**config.mk**
```make
export PLATFORM = sky130hd
export DESIGN_NAME = integer_hypot_newton_core
export DESIGN_NICKNAME = d
export VERILOG_FILES = /design/src/ihn_pkg.sv /design/src/ihn_div.sv /design/src/ihn_dp.sv /design/src/ihn_ctrl.sv /design/src/integer_hypot_newton_core.sv
export VERILOG_INCLUDE_DIRS = /design/src /design/src/src
export SDC_FILE = /design/constraint.sdc
export NUM_CORES = 1
export LEC_CHECK = 0
export BUFFER_PORTS_ARGS = -buffer_cell sky130_fd_sc_hd__clkbuf_2
export CORE_MARGIN = 8
export CORE_UTILIZATION = 55
export DETAILED_ROUTE_END_ITERATION = 8
export HOLD_SLACK_MARGIN = 0.08
export MAX_ROUTING_LAYER = met4
export PLACE_DENSITY = 0.82
export SYNTH_ARGS = -nofsm -noshare
export SYNTH_HDL_FRONTEND = slang
export SYNTH_HIERARCHICAL = 1
export SYNTH_SLANG_ARGS = --single-unit
export TNS_END_PERCENT = 100
```
**constraint.sdc**
```tcl
create_clock -name clk -period 14.3 [get_ports clk]
set_input_delay 2.86 -clock clk [delete_from_list [all_inputs] [get_ports clk]]
set_output_delay 2.86 -clock clk [all_outputs]
set_load 0.01 [all_outputs]
```
**src/integer_hypot_newton_core_macros.svh**
```systemverilog
// assertion macros for the integer hypot newton core
// relies on clk and arst_n being visible at the point of use
`ifndef INTEGER_HYPOT_NEWTON_CORE_MACROS_SVH
`define INTEGER_HYPOT_NEWTON_CORE_MACROS_SVH

// antecedent and consequent in the same cycle
`define IHN_ASSERT_SAME(label, ante, cons, msg) \
	label: assert property (@(posedge clk) disable iff (!arst_n) (ante) |-> (cons)) \
		else $error(msg);

// consequent in the cycle after the antecedent
`define IHN_ASSERT_NEXT(label, ante, cons, msg) \
	label: assert property (@(posedge clk) disable iff (!arst_n) (ante) |=> (cons)) \
		else $error(msg);

`endif

```
**src/ihn_pkg.sv**
```systemverilog
// shared types and constants for the integer hypot newton core
// no dependencies
`default_nettype none

package ihn_pkg;

	localparam int COORD_WIDTH_DEF = 10;
	localparam int MAX_ITER_DEF    = 8;
	localparam int DIST_WIDTH      = 11;
	localparam int DIST_MAX        = 2047;

	typedef enum logic [2:0] {
		ST_IDLE,
		ST_INIT,
		ST_SQ_DX,
		ST_SQ_SUM,
		ST_CHECK,
		ST_DIV_WAIT,
		ST_MUL_D,
		ST_FINISH
	} state_t;

	typedef enum logic [1:0] {
		MUL_DY,
		MUL_DX,
		MUL_D
	} mul_sel_t;

	typedef struct packed {
		logic     load;
		logic     init;
		logic     tgt_copy;
		logic     tgt_add;
		logic     prod_en;
		mul_sel_t mul_sel;
		logic     div_start;
		logic     step;
		logic     emit;
	} cmd_t;

	typedef struct packed {
		logic axis;
		logic div_done;
		logic quo_zero;
		logic iter_max;
	} sts_t;

endpackage

`default_nettype wire

```
**src/ihn_div.sv**
```systemverilog
// iterative restoring divider, one quotient bit per cycle
// standalone, no package dependencies
`default_nettype none

module ihn_div #(
	parameter int NUM_W = 22,
	parameter int DEN_W = 12
) (
	input  wire logic             clk,
	input  wire logic             arst_n,
	input  wire logic             start,
	input  wire logic [NUM_W-1:0] num,
	input  wire logic [DEN_W-1:0] den,
	output logic                  done,
	output logic      [NUM_W-1:0] quo
);

	localparam int CW = $clog2(NUM_W + 1);

	logic [CW-1:0]    cnt_q;
	logic             done_q;
	logic [NUM_W-1:0] num_q;
	logic [DEN_W-1:0] den_q;
	logic [DEN_W-1:0] rem_q;
	logic [DEN_W:0]   trial;
	logic [DEN_W:0]   diff;
	logic             ge;

	assign trial = {rem_q, num_q[NUM_W-1]};
	assign diff  = trial - {1'b0, den_q};
	assign ge    = (trial >= {1'b0, den_q});

	always_ff @(posedge clk or negedge arst_n) begin
		if (!arst_n) begin
			cnt_q  <= '0;
			done_q <= 1'b0;
		end else begin
			done_q <= 1'b0;
			if (start) begin
				cnt_q <= CW'(NUM_W);
			end else if (cnt_q != '0) begin
				cnt_q  <= cnt_q - CW'(1);
				done_q <= (cnt_q == CW'(1));
			end
		end
	end

	// quotient bits shift into the numerator register as it empties
	always_ff @(posedge clk) begin
		if (start) begin
			num_q <= num;
			den_q <= den;
			rem_q <= '0;
		end else if (cnt_q != '0) begin
			num_q <= {num_q[NUM_W-2:0], ge};
			rem_q <= ge ? diff[DEN_W-1:0] : trial[DEN_W-1:0];
		end
	end

	assign done = done_q;
	assign quo  = num_q;

endmodule

`default_nettype wire

```
**src/ihn_dp.sv**
```systemverilog
// datapath: differences, shared squaring multiplier, estimate and target registers
// uses ihn_pkg command/status types and ihn_div
`default_nettype none

module ihn_dp #(
	parameter int COORD_WIDTH = ihn_pkg::COORD_WIDTH_DEF,
	parameter int MAX_ITER    = ihn_pkg::MAX_ITER_DEF
) (
	input  wire logic                   clk,
	input  wire logic                   arst_n,
	input  wire ihn_pkg::cmd_t          cmd,
	output ihn_pkg::sts_t               sts,
	input  wire logic [COORD_WIDTH-1:0] first_row,
	input  wire logic [COORD_WIDTH-1:0] first_col,
	input  wire logic [COORD_WIDTH-1:0] second_row,
	input  wire logic [COORD_WIDTH-1:0] second_col,
	output logic [ihn_pkg::DIST_WIDTH-1:0] dist_value
);

	localparam int DW = COORD_WIDTH + 1;
	localparam int PW = 2 * DW;
	localparam int IW = $clog2(MAX_ITER + 1);
	localparam int SW = (DW > ihn_pkg::DIST_WIDTH) ? DW : ihn_pkg::DIST_WIDTH;

	logic [COORD_WIDTH-1:0] row_diff;
	logic [COORD_WIDTH-1:0] col_diff;
	logic [COORD_WIDTH-1:0] dy_q;
	logic [COORD_WIDTH-1:0] dx_q;
	logic [COORD_WIDTH-1:0] big;
	logic [COORD_WIDTH-1:0] little;
	logic [DW-1:0]          d_init;
	logic [DW-1:0]          d_q;
	logic [DW-1:0]          mul_a;
	logic [PW-1:0]          product;
	logic [PW-1:0]          prod_q;
	logic [PW-1:0]          tgt_q;
	logic [PW-1:0]          div_num;
	logic [DW:0]            div_den;
	logic [PW-1:0]          quo;
	logic                   div_done;
	logic [IW-1:0]          iter_q;
	logic [SW-1:0]          d_ext;
	logic [ihn_pkg::DIST_WIDTH-1:0] dist_sat;
	logic [ihn_pkg::DIST_WIDTH-1:0] dist_q;

	assign row_diff = (first_row > second_row) ? (first_row - second_row)
	                                           : (second_row - first_row);
	assign col_diff = (first_col > second_col) ? (first_col - second_col)
	                                           : (second_col - first_col);

	assign big    = (dy_q >= dx_q) ? dy_q : dx_q;
	assign little = (dy_q >= dx_q) ? dx_q : dy_q;
	assign d_init = DW'(big) + DW'(little >> 1);

	always_comb begin
		unique case (cmd.mul_sel)
			ihn_pkg::MUL_DY: mul_a = DW'(dy_q);
			ihn_pkg::MUL_DX: mul_a = DW'(dx_q);
			ihn_pkg::MUL_D:  mul_a = d_q;
			default:         mul_a = d_q;
		endcase
	end

	assign product = PW'(mul_a) * PW'(mul_a);

	// once above the root the estimate stays there; a start just below it
	// (odd min) is off by less than 2*d, so its correction is zero
	assign div_num = (prod_q > tgt_q) ? (prod_q - tgt_q) : '0;
	assign div_den = {d_q, 1'b0};

	ihn_div #(
		.NUM_W(PW),
		.DEN_W(DW + 1)
	) u_div (
		.clk   (clk),
		.arst_n(arst_n),
		.start (cmd.div_start),
		.num   (div_num),
		.den   (div_den),
		.done  (div_done),
		.quo   (quo)
	);

	assign d_ext    = SW'(d_q);
	assign dist_sat = (d_ext > SW'(ihn_pkg::DIST_MAX)) ?
	                  ihn_pkg::DIST_WIDTH'(ihn_pkg::DIST_MAX) :
	                  d_ext[ihn_pkg::DIST_WIDTH-1:0];

	always_ff @(posedge clk or negedge arst_n) begin
		if (!arst_n) begin
			iter_q <= '0;
		end else if (cmd.init) begin
			iter_q <= '0;
		end else if (cmd.step) begin
			iter_q <= iter_q + IW'(1);
		end
	end

	always_ff @(posedge clk) begin
		if (cmd.load) begin
			dy_q <= row_diff;
			dx_q <= col_diff;
		end
		if (cmd.init) begin
			d_q <= d_init;
		end else if (cmd.step) begin
			d_q <= d_q - quo[DW-1:0];
		end
		if (cmd.prod_en) begin
			prod_q <= product;
		end
		if (cmd.tgt_copy) begin
			tgt_q <= prod_q;
		end else if (cmd.tgt_add) begin
			tgt_q <= tgt_q + prod_q;
		end
		if (cmd.emit) begin
			dist_q <= dist_sat;
		end
	end

	assign sts.axis     = (dy_q == '0) || (dx_q == '0);
	assign sts.div_done = div_done;
	assign sts.quo_zero = (quo == '0);
	assign sts.iter_max = (iter_q == IW'(MAX_ITER));

	assign dist_value = dist_q;

endmodule

`default_nettype wire

```
**src/ihn_ctrl.sv**
```systemverilog
// controller state machine sequencing the squaring, division and correction steps
// uses ihn_pkg state, command and status types
`default_nettype none

module ihn_ctrl (
	input  wire logic          clk,
	input  wire logic          arst_n,
	input  wire logic          pt_valid,
	output logic               pt_ready,
	output logic               dist_valid,
	input  wire logic          dist_ready,
	input  wire ihn_pkg::sts_t sts,
	output ihn_pkg::cmd_t      cmd
);

	ihn_pkg::state_t state_q;
	ihn_pkg::state_t state_nxt;
	logic            out_valid_q;
	logic            slot_free;

	assign slot_free = !out_valid_q || dist_ready;

	always_comb begin
		state_nxt = state_q;
		unique case (state_q)
			ihn_pkg::ST_IDLE: begin
				if (pt_valid) state_nxt = ihn_pkg::ST_INIT;
			end
			ihn_pkg::ST_INIT: begin
				state_nxt = sts.axis ? ihn_pkg::ST_FINISH : ihn_pkg::ST_SQ_DX;
			end
			ihn_pkg::ST_SQ_DX:  state_nxt = ihn_pkg::ST_SQ_SUM;
			ihn_pkg::ST_SQ_SUM: state_nxt = ihn_pkg::ST_CHECK;
			ihn_pkg::ST_CHECK: begin
				state_nxt = sts.iter_max ? ihn_pkg::ST_FINISH : ihn_pkg::ST_DIV_WAIT;
			end
			ihn_pkg::ST_DIV_WAIT: begin
				if (sts.div_done) begin
					state_nxt = sts.quo_zero ? ihn_pkg::ST_FINISH : ihn_pkg::ST_MUL_D;
				end
			end
			ihn_pkg::ST_MUL_D: state_nxt = ihn_pkg::ST_CHECK;
			ihn_pkg::ST_FINISH: begin
				if (slot_free) state_nxt = ihn_pkg::ST_IDLE;
			end
		endcase
	end

	always_comb begin
		cmd         = '0;
		cmd.mul_sel = ihn_pkg::MUL_D;
		pt_ready    = 1'b0;
		unique case (state_q)
			ihn_pkg::ST_IDLE: begin
				pt_ready = 1'b1;
				cmd.load = pt_valid;
			end
			ihn_pkg::ST_INIT: begin
				cmd.init    = 1'b1;
				cmd.prod_en = 1'b1;
				cmd.mul_sel = ihn_pkg::MUL_DY;
			end
			ihn_pkg::ST_SQ_DX: begin
				cmd.tgt_copy = 1'b1;
				cmd.prod_en  = 1'b1;
				cmd.mul_sel  = ihn_pkg::MUL_DX;
			end
			ihn_pkg::ST_SQ_SUM: begin
				cmd.tgt_add = 1'b1;
				cmd.prod_en = 1'b1;
			end
			ihn_pkg::ST_CHECK: begin
				cmd.div_start = !sts.iter_max;
			end
			ihn_pkg::ST_DIV_WAIT: begin
				cmd.step = sts.div_done && !sts.quo_zero;
			end
			ihn_pkg::ST_MUL_D: begin
				cmd.prod_en = 1'b1;
			end
			ihn_pkg::ST_FINISH: begin
				cmd.emit = slot_free;
			end
		endcase
	end

	always_ff @(posedge clk or negedge arst_n) begin
		if (!arst_n) begin
			state_q     <= ihn_pkg::ST_IDLE;
			out_valid_q <= 1'b0;
		end else begin
			state_q <= state_nxt;
			if (cmd.emit) begin
				out_valid_q <= 1'b1;
			end else if (dist_ready) begin
				out_valid_q <= 1'b0;
			end
		end
	end

	assign dist_valid = out_valid_q;

endmodule

`default_nettype wire

```
**src/integer_hypot_newton_core.sv**
```systemverilog
// top level of the integer hypot newton core: controller plus datapath
// depends on ihn_pkg, ihn_ctrl, ihn_dp (with ihn_div) and the macros header
//
//   channel   handshake               payload
//   -------   ---------------------   ----------------------------------------------
//   point     pt_valid / pt_ready     first_row, first_col, second_row, second_col
//   distance  dist_valid / dist_ready dist_value
//
// one point pair is worked on at a time; pt_ready is high only while the controller idles
// same point or axis-aligned pair: init goes straight to finish, which registers the result once the output is free
// otherwise the squares are summed, then check / divide / correct repeats until a division gives a zero
//   correction or MAX_ITER corrections have been applied; the divider is bit-serial
// the output register holds a finished result, so a new transaction is taken while it waits
// arst_n clears the state machine and the output valid; payload registers are not reset
`default_nettype none

`include "integer_hypot_newton_core_macros.svh"

module integer_hypot_newton_core #(
	parameter int COORD_WIDTH = ihn_pkg::COORD_WIDTH_DEF,
	parameter int MAX_ITER    = ihn_pkg::MAX_ITER_DEF
) (
	input  wire logic                   clk,
	input  wire logic                   arst_n,
	input  wire logic                   pt_valid,
	output logic                        pt_ready,
	input  wire logic [COORD_WIDTH-1:0] first_row,
	input  wire logic [COORD_WIDTH-1:0] first_col,
	input  wire logic [COORD_WIDTH-1:0] second_row,
	input  wire logic [COORD_WIDTH-1:0] second_col,
	output logic                        dist_valid,
	input  wire logic                   dist_ready,
	output logic [ihn_pkg::DIST_WIDTH-1:0] dist_value
);

	// command and status between the controller and the datapath
	ihn_pkg::cmd_t cmd;
	ihn_pkg::sts_t sts;

	// sequencer: idle, init, squares (skipped for axis-aligned pairs), then check / divide / correct until done or capped
	ihn_ctrl u_ctrl (
		.clk       (clk),
		.arst_n    (arst_n),
		.pt_valid  (pt_valid),
		.pt_ready  (pt_ready),
		.dist_valid(dist_valid),
		.dist_ready(dist_ready),
		.sts       (sts),
		.cmd       (cmd)
	);

	// arithmetic: abs differences, shared squarer, serial divider, saturating output
	ihn_dp #(
		.COORD_WIDTH(COORD_WIDTH),
		.MAX_ITER   (MAX_ITER)
	) u_dp (
		.clk       (clk),
		.arst_n    (arst_n),
		.cmd       (cmd),
		.sts       (sts),
		.first_row (first_row),
		.first_col (first_col),
		.second_row(second_row),
		.second_col(second_col),
		.dist_value(dist_value)
	);

	// a result is only written into a free (or draining) output register
	`IHN_ASSERT_SAME(a_emit_slot_free, cmd.emit, !dist_valid || dist_ready, "emit over a held result")
	// no division is started once the correction cap is reached
	`IHN_ASSERT_SAME(a_div_below_cap, cmd.div_start, !sts.iter_max, "division started at cap")
	// a correction is applied only for a finished, nonzero quotient
	`IHN_ASSERT_SAME(a_step_nonzero, cmd.step, sts.div_done && !sts.quo_zero, "bad correction step")
	// an accepted transaction always goes through the init step first
	`IHN_ASSERT_NEXT(a_accept_then_init, pt_valid && pt_ready, cmd.init && !cmd.emit, "no init after accept")

endmodule

`default_nettype wire

```
# Yosys cells after proc, flatten, opt, wreduce, memory -nomap -nowiden
# Index checks and enable logic that the tools add are counted.
dict set report classes {
  n_addsub 11
  n_mul 1
  div 0
  magnitude_cmp 6
  n_eq_ne 13
  n_shift 0
  n_mux 38
  n_bitwise 0
  reduce_logical 19
}
# op n
set ops {}
lappend ops {{two-way mux 22 bit} 5}
lappend ops {{two-way mux 10 bit} 4}
lappend ops {{subtractor 10 bit} 4}
lappend ops {{adder 22 bit} 1}
lappend ops {{> comparator 22 bit} 1}
lappend ops {{logical NOT 22 bit} 1}
lappend ops {{multiplier 11 x 11 -> 22 bit} 1}
lappend ops {{two-way mux 11 bit} 2}
lappend ops {{one-hot mux 11 bit (2 select lines)} 1}
lappend ops {{subtractor 22 bit} 1}
lappend ops {{one-hot mux 3 bit (7 select lines)} 1}
lappend ops {{> comparator 10 bit} 2}
lappend ops {{logical NOT 10 bit} 2}
lappend ops {{two-way mux 1 bit} 14}
lappend ops {{greater-or-equal comparator 13 x 12 -> 1 bit} 1}
lappend ops {{equality test 3 bit (second input constant)} 4}
lappend ops {{two-way mux 12 bit} 1}
lappend ops {{two-way mux 3 bit} 4}
lappend ops {{subtractor 12 bit} 1}
lappend ops {{adder 10 x 9 -> 11 bit} 1}
lappend ops {{> comparator 11 bit (second input constant)} 1}
lappend ops {{subtractor 11 bit} 1}
lappend ops {{greater-or-equal comparator 10 bit} 1}
lappend ops {{two-way mux 5 bit} 2}
lappend ops {{22 further kinds} 31}
dict set report word_totals {
  reg_bits 145
  latchBits 0
  mem_bits_rw 0
  mem_bits_ro 0
  in_bits 44
  word_cells 102
  mem_count 0
}

# Depth between registers and ports, before layout
# Gate-level depths: netlist of the first run.
dict set report logic_depth {
  depth_word 6
  depth_mapped 27
}

# By module
# The synthesis of the first run kept the hierarchy.
# module n_inst cells_per_inst area_each_um2 seq_area_each_um2
set by_module_without_submodules {}
lappend by_module_without_submodules {ihn_dp 1 1374 11984.0 2652.5}
lappend by_module_without_submodules {ihn_div 1 247 2829.0 1411.4}
lappend by_module_without_submodules {ihn_ctrl 1 42 330.3 100.1}

# Least setup slack after synthesis of the first run
# No wires, ideal clock.
dict set report synth_timing {
  path_type {reg-to-reg}
  start {register u_ctrl.state_q[1]}
  end {register u_dp.prod_q[20], data pin}
  setup_time_ps 137
  arrival_time_ps 6453
  setup_slack_ps 7710
  path_stages_with_launch 24
  path_buffers 2
  cell_sequence {dfrtp_1 > clkbuf_1 > inv_1 > nor3_1 > buf_2 > mux2i_1 > o21ai_0 > inv_1 > nor2_1 > fa_1 > fa_1 > fa_1 > fa_1 > inv_1 > fa_1 > inv_1 > ha_1 > and3_1 > and3_1 > a211o_1 > o311ai_4 > a21oi_2 > or4_1 > nand4_1}
}
# element line
set synth_rtl {}
lappend synth_rtl {{from (decl)} ihn_ctrl.sv:16} ;# ihn_pkg::state_t state_q;
lappend synth_rtl {{from (signal assigned)} ihn_ctrl.sv:89} ;# state_q <= ihn_pkg::ST_IDLE;
lappend synth_rtl {{from (signal assigned)} ihn_ctrl.sv:92} ;# state_q <= state_nxt;
lappend synth_rtl {{to (signal assigned)} ihn_dp.sv:110} ;# prod_q <= product;
lappend synth_rtl {{to (decl)} ihn_dp.sv:35} ;# logic [PW-1:0] prod_q;

==> reports/metrics.cfg, run 1 <==
[clock_network]
cts_setup_buffers = 0
clk_pin_slew_ns = 0.08
clkLatencyLatePin_ns = 0.45
h-tree-depth = 4
cts.hold.buffers_added = 0
cts_tree = yes
clockBufferDepth = 2
cts_resized = 0
cts.sinks = 145
root_buffer = clkbuf_16
numCtsBuffers = 17

[sta]
rsz0062_at_grt = false
fin_crit_sh_pct = 51.9
period_needed_ns = 7.41
maxSlewViolCount = 0
worst_pin_slew_ns = 1.23
fin_tns_setup_ns = 0
hold_violations = 0
slew_headroom_pct = 18.1
fin_skew_ns = 0.0193
max_freq_ghz = 0.135
setup_viol = 0

[floorplan]
die_x_um = 182
start_util_pct = 56.0
die_area_um2 = 33100
dieHeight_um = 182
pin_count = 57
core_area_um2 = 27000
rows = 60

[logic_synthesis]
synth.yosys.seq_area_share_pct = 27.5
syn_area_um2 = 15100
ys_warn_count = 6
yosysUniqueCellTypes = 86
syn-num-nets = 1955
synth_top_cell_area_share_pct = 23.6
ys_ff_latch = 145
synth_area_leaders = edfxtp_1, ha_1, fa_1, inv_1, xnor2_1
syn_avg_cell_area_um2 = 9.11
synth_edf_count = 119
async_flop_share_pct = 9.66
synth-main-ff-cell = edfxtp_1
synthCells = 1663
yosysTopAreaCell = edfxtp_1

[cells_and_area]
multi_input_area_um2 = 9800
drive_above_1_share_pct = 9.87
seq_area_um2 = 4160
antenna_cells = 0
final_cell_mix = inv_1, ha_1, nor2_1
nFillCells = 2212
nNetsFinal = 1971
layout_commonest_cell = inv_1
areaGrowthSynthToFinish_pct = 7.05

[worst_setup_path]
setup.worst_path.end_class = flop
critPathMaxFanout = 55
required_ns = 14.59
cp.arrival_ns = 7.71
cp-start-kind = flop
path_class = reg2reg

[drt]
wl_per_cell_um = 17.2
drc = 0
drt-pass1-iter-count = 8
antenna_left = 0
drt-total-wl_um = 34900
viasPerCell = 5.87
drtIter0Drc = 966
num_vias = 11900

[global_route]
grt_pass1_wl_um = 58200
grt_pass1_vias = 12000
antenna_found_initial = 0
gr-total-overflow = 0
track_usage_pct = 21.8
grt_max_degree = 57

[placed_design]
io_buffers = 56
gp_congestion = 0.942
hpwlAfterDp_um = 27200

[flow_run]
drv_cap = 0

[worst_hold_path]
hold_path.class = reg2reg

[status]
status = finished, final reports clean

## per-stage QoR
stage	util [%]	hold WS, ns	instance area [µm²]	instances	setup slack, ns
floorplan	-	0.452	15100	1663	7.71
global placement	57.7	0.472	15600	2001	7.15
detailed placement	57.7	0.492	15600	2001	6.97
CTS	60.0	0.504	16200	2033	6.94
global route	60.0	0.548	16200	2033	6.44
finish	60.0	0.508	16200	2033	6.89
## cell usage after synthesis, types with 10 or more instances
| library cell | instances |
|---|---|
| inv_1 | 237 |
| ha_1 | 178 |
| nor2_1 | 127 |
| nand2_1 | 121 |
| edfxtp_1 | 119 |
| a21oi_1 | 86 |
| o21ai_0 | 85 |
| fa_1 | 70 |
| xnor2_1 | 56 |
| clkbuf_1 | 42 |
| xor2_1 | 41 |
| mux2i_1 | 37 |
| mux2_2 | 36 |
| a21o_1 | 26 |
| nor3_1 | 26 |
| nor2b_1 | 25 |
| nand2b_1 | 21 |
| nand3_1 | 20 |
| and3_1 | 18 |
| o21a_1 | 18 |
| o21bai_1 | 18 |
| a31oi_1 | 16 |
| nand4_1 | 16 |
| a211oi_1 | 14 |
| dfrtp_1 | 14 |
| nor4_1 | 14 |
| or3_1 | 13 |
| dfxtp_1 | 12 |
| and2_1 | 10 |
| buf_2 | 10 |
## state kept, by name, indices dropped and copies added (netlist names), 4 cells and up
| register | flops |
|---|---|
| u_dp/tgt_q | 22 |
| u_dp/iter_q | 4 |
| u_dp/dist_value | 11 |
| u_dp/dx_q | 10 |
| u_dp/d_ext | 11 |
| u_dp/u_div/den_q | 12 |
| u_dp/u_div/cnt_q | 5 |
| u_dp/dy_q | 10 |
| u_dp/u_div/rem_q | 12 |
| u_dp/prod_q | 21 |
| u_dp/u_div/quo | 22 |
## worst paths after layout
| check | cells after the start | to | startpoint | slack, ns |
|---|---|---|---|---|
| min reg2reg | 2 | u_dp/u_div/rem_q[1] | u_dp/u_div/rem_q[1] | 0.51 |
| max reg2reg | 22 | u_dp/prod_q[20] | u_ctrl/state_q[1] | 6.89 |
| min in group asynchronous | 1 | u_dp/u_div/cnt_q[4] | arst_n | 2.31 |
| max | 22 | u_dp/prod_q[20] | u_ctrl/state_q[1] | 6.89 |
| min | 2 | u_dp/u_div/rem_q[1] | u_dp/u_div/rem_q[1] | 0.51 |
| max in group asynchronous | 1 | u_dp/iter_q[3] | arst_n | 11.70 |
## layout make-up
| class | count | area share [%] |
|---|---|---|
| multi-input cells | 1216 | 60.5 |
| flip-flops and latches | 145 | 25.7 |
| inverters | 240 | 5.56 |
| well taps | 341 | 2.63 |
| clock buffers | 17 | 2.62 |
| repair buffers | 59 | 1.87 |
| clock inverters | 15 | 1.17 |
## critical path, cell delays in order (launching register included)
cell and delay (ns):
dfrtp_1 0.55, inv_1 0.14, nor3_2 0.20, buf_4 0.53
mux2i_1 0.15, o21ai_0 0.47, inv_1 0.29, nor2_1 0.28
fa_1 0.48, fa_1 0.49, fa_1 0.51, fa_1 0.50
inv_1 0.06, fa_1 0.54, inv_1 0.04, ha_1 0.36
and3_1 0.22, and3_1 0.17, a211o_1 0.33, o311ai_4 0.26
a21oi_2 0.11, or4_1 0.44, nand4_1 0.13
## cell families after synthesis
kind of cell / after synthesis / synth area share (%)
multiplexers: 74 / 5.22
XOR/XNOR: 97 / 5.61
AO/OA/AOI/OAI: 349 / 15.4
buffers and inverters: 302 / 7.87
other: 1 / 0.0248
flip-flops: 145 / 27.5
AND/OR/NAND/NOR: 447 / 14.4
adder cells (fa/ha/maj): 248 / 24.0
## per-layer routing
metal	vias to the layer above	part of all wire [%]	GRT usage (%)
li1	5795	-	-
met1	5681	44	27.9
met2	394	49	35.6
met3	62	5.5	2.51
met4	0	1.9	7.12
met5	-	0	-
Power of run 1 is not shown: default switching activity piles up to over one toggle a cycle in this logic, so the estimate is an artifact.
==> run 2, diff against run 1 <==
Settings changed: ABC_AREA from default to 1.
Clock period 14.3 ns to 7 ns, I/O delays scaled along.
==> run 2 against run 1 <==
  * Synthesized cell count up 41%
  * First-iteration DRC count up 47%
  * Setup slack lost 6.2 ns
  * Cell area rose by 9.2%
  * Non-clock buffer count rose by 1
  * Worst hold slack worse by 0.034 ns
==> reports/metrics.cfg, run 2 <==
[status]
status = finished, final reports clean

[sta]
worst_pin_slew_ns = 1.14  ; -0.0909 ns
fin_crit_sh_pct = 90.5  ; +39 points
fin_ws_ns = 0.664  ; -6.22 ns
period_needed_ns = 6.34  ; -1.08 ns
rsz0062_at_grt = false
hold_violations = 0  ; unchanged
fin_skew_ns = 0.0149  ; -0.00438 ns
fin_tns_setup_ns = 0  ; unchanged
setup_viol = 0  ; unchanged
slew_headroom_pct = 23.8  ; +5.8 points
maxSlewViolCount = 0  ; unchanged
max_freq_ghz = 0.158  ; +17%

[clock_network]
cts_resized = 0  ; unchanged
numCtsBuffers = 17  ; unchanged
root_buffer = clkbuf_16
clk_pin_slew_ns = 0.07  ; about the same
cts_setup_buffers = 0  ; unchanged
cts.hold.buffers_added = 0  ; unchanged
clkLatencyLatePin_ns = 0.45  ; about the same
cts_tree = yes
clockBufferDepth = 2  ; unchanged
cts.sinks = 145  ; unchanged
h-tree-depth = 4  ; unchanged

[logic_synthesis]
synth-simple-area-share_pct = 27.1  ; +13 points
synth.yosys.seq_area_share_pct = 25.1  ; -2.4 points
yosysUniqueCellTypes = 56  ; -35%
async_flop_share_pct = 9.66  ; unchanged
synth_top_cell_area_share_pct = 21.5  ; -2.1 points
synth_top_family_by_area = simple AND/OR/NAND/NOR gates
synth_edf_count = 119  ; unchanged
synth.cells.most_frequent = nand2_1, inv_1, nor2_1
synthCells = 2347  ; +41%
yosysTopAreaCell = edfxtp_1
yosys.area_share.xor_xnor_pct = 4.06  ; -1.6 points
synth_fa_ha_area_share_pct = 21.8  ; -2.1 points
synth-main-ff-cell = edfxtp_1
synth_area_leaders = edfxtp_1, nand2_1, ha_1, inv_1, fa_1
yosysMostFrequentCell = nand2_1
ys_warn_count = 6  ; unchanged
ys_ff_latch = 145  ; unchanged
synth-compound-area-share_pct = 9.34  ; -6.1 points
syn_area_um2 = 16600  ; +9.7%
syn_avg_cell_area_um2 = 7.08  ; -22%
muxShareOfSynthArea_pct = 0.0602  ; -5.2 points
syn-num-nets = 2639  ; +35%

[cells_and_area]
layout_commonest_cell = nand2_1
antenna_cells = 0  ; unchanged
areaGrowthSynthToFinish_pct = 6.56
final_cell_mix = nand2_1, inv_1, nor2_1
drive_above_1_share_pct = 6.45  ; -3.4 points
nNetsFinal = 2652  ; +35%
nFillCells = 2645  ; +20%

[placed_design]
io_buffers = 56  ; unchanged
gp_congestion = 1.01  ; +7.3%
hpwlAfterDp_um = 34400  ; +26%
place_ws_ns = 0.689  ; -6.28 ns

[worst_hold_path]
hold_path.class = reg2reg
min_from = u_dp/u_div/rem_q[9]

[drt]
drc = 0  ; unchanged
antenna_left = 0  ; unchanged
drt-total-wl_um = 42600  ; +22%
wl_per_cell_um = 15.4  ; -10%
num_vias = 15200  ; +27%
drtIter0Drc = 1419  ; +47%
drt-pass1-iter-count = 6  ; -2
viasPerCell = 5.50  ; -6.3%

[worst_setup_path]
cp.buffers_inverters = 8  ; +3
r2r-start = u_ctrl/state_q[2]
cp-start-kind = flop
path_class = reg2reg
cp.arrival_ns = 6.54  ; -1.17 ns
critPathTopFamily = adder cells
critPathMaxFanout = 9  ; -84%
required_ns = 7.20  ; -7.39 ns
cp_slowest_stage_delay_ns = 0.55  ; about the same
setup.worst_path.end_class = flop
worstSetupStartpoint = u_ctrl/state_q[2]
cpMaxStageDelayCell = fa_1
ff2ff_setup_slack_ns = 0.66  ; -6.22 ns

[floorplan]
start_util_pct = 55.9  ; -0.11 points
pin_count = 57  ; unchanged
dieHeight_um = 190  ; +4.3%
core_area_um2 = 29700  ; +10%
die_x_um = 190  ; +4.3%
rows = 63  ; +5.0%
die_area_um2 = 36000  ; +8.9%

[flow_run]
drv_cap = 0  ; unchanged

[global_route]
grt_max_degree = 39  ; -32%
grt_pass1_wl_um = 69600  ; +20%
antenna_found_initial = 0  ; unchanged
track_usage_pct = 24.2  ; +2.4 points
grt_pass1_vias = 14500  ; +21%
gr-total-overflow = 0  ; unchanged

==> run 2: cell families (layout without fill, tap and decap cells) <==
logic type      Yosys count  after routing
buf+inv                 527            553
simple gates           1073           1073
mux                       1              1
other cells               1              1
compound gates          275            275
xor+xnor                 77             77
fa+ha+maj               248            248
flops                   145            145
==> run 2: area by class of cell <==
cell class | instances | area (µm²) | share of cell area, %
Clock buffer | 17 | 425 | 2.40
Timing Repair Buffer | 60 | 310 | 1.75
Sequential cell | 145 | 4160 | 23.5
Clock inverter | 15 | 211 | 1.19
Tap cell | 390 | 488 | 2.76
Inverter | 461 | 1740 | 9.80
Multi-Input combinational cell | 1675 | 10400 | 58.6
==> run 2: routing by layer <==
| metal | GRT usage, % | wire length [µm] | vias up |
|---|---|---|---|
| met1 | 30.3 | 18400 | 7054 |
| li1 | - | - | 7405 |
| met5 | - | 0 | - |
| met3 | 3.02 | 2700 | 113 |
| met4 | 9.05 | 1360 | 0 |
| met2 | 39.6 | 20200 | 627 |
==> run 2: tightest hold or removal path: cells and delay by family, from the launching register on <==
kind          cells  cell delay (ns)
flops             1             0.33
simple gates      2             0.11
==> run 2: path summary, 6_finish.rpt <==
path                                       endpoint  depth (start not counted)
worst max-delay path                u_dp/prod_q[21]                         27
worst min-delay path            u_dp/u_div/rem_q[9]                          2
worst max register to register      u_dp/prod_q[21]                         27
worst min register to register  u_dp/u_div/rem_q[9]                          2
max in group asynchronous         u_ctrl/state_q[2]                          1
min in group asynchronous         u_ctrl/dist_valid                          1
==> run 2: per-stage QoR <==
step | util (%) | instances | hold WS, ns | cell area [µm²]
finish | 59.6 | 2763 | 0.475 | 17700
global route | 59.6 | 2763 | 0.490 | 17700
CTS | 59.6 | 2763 | 0.476 | 17700
detailed placement | 57.4 | 2731 | 0.461 | 17100
global placement | 57.4 | 2731 | 0.452 | 17100
floorplan | - | 2347 | 0.433 | 16600
Power of run 2 is left out for the same reason.
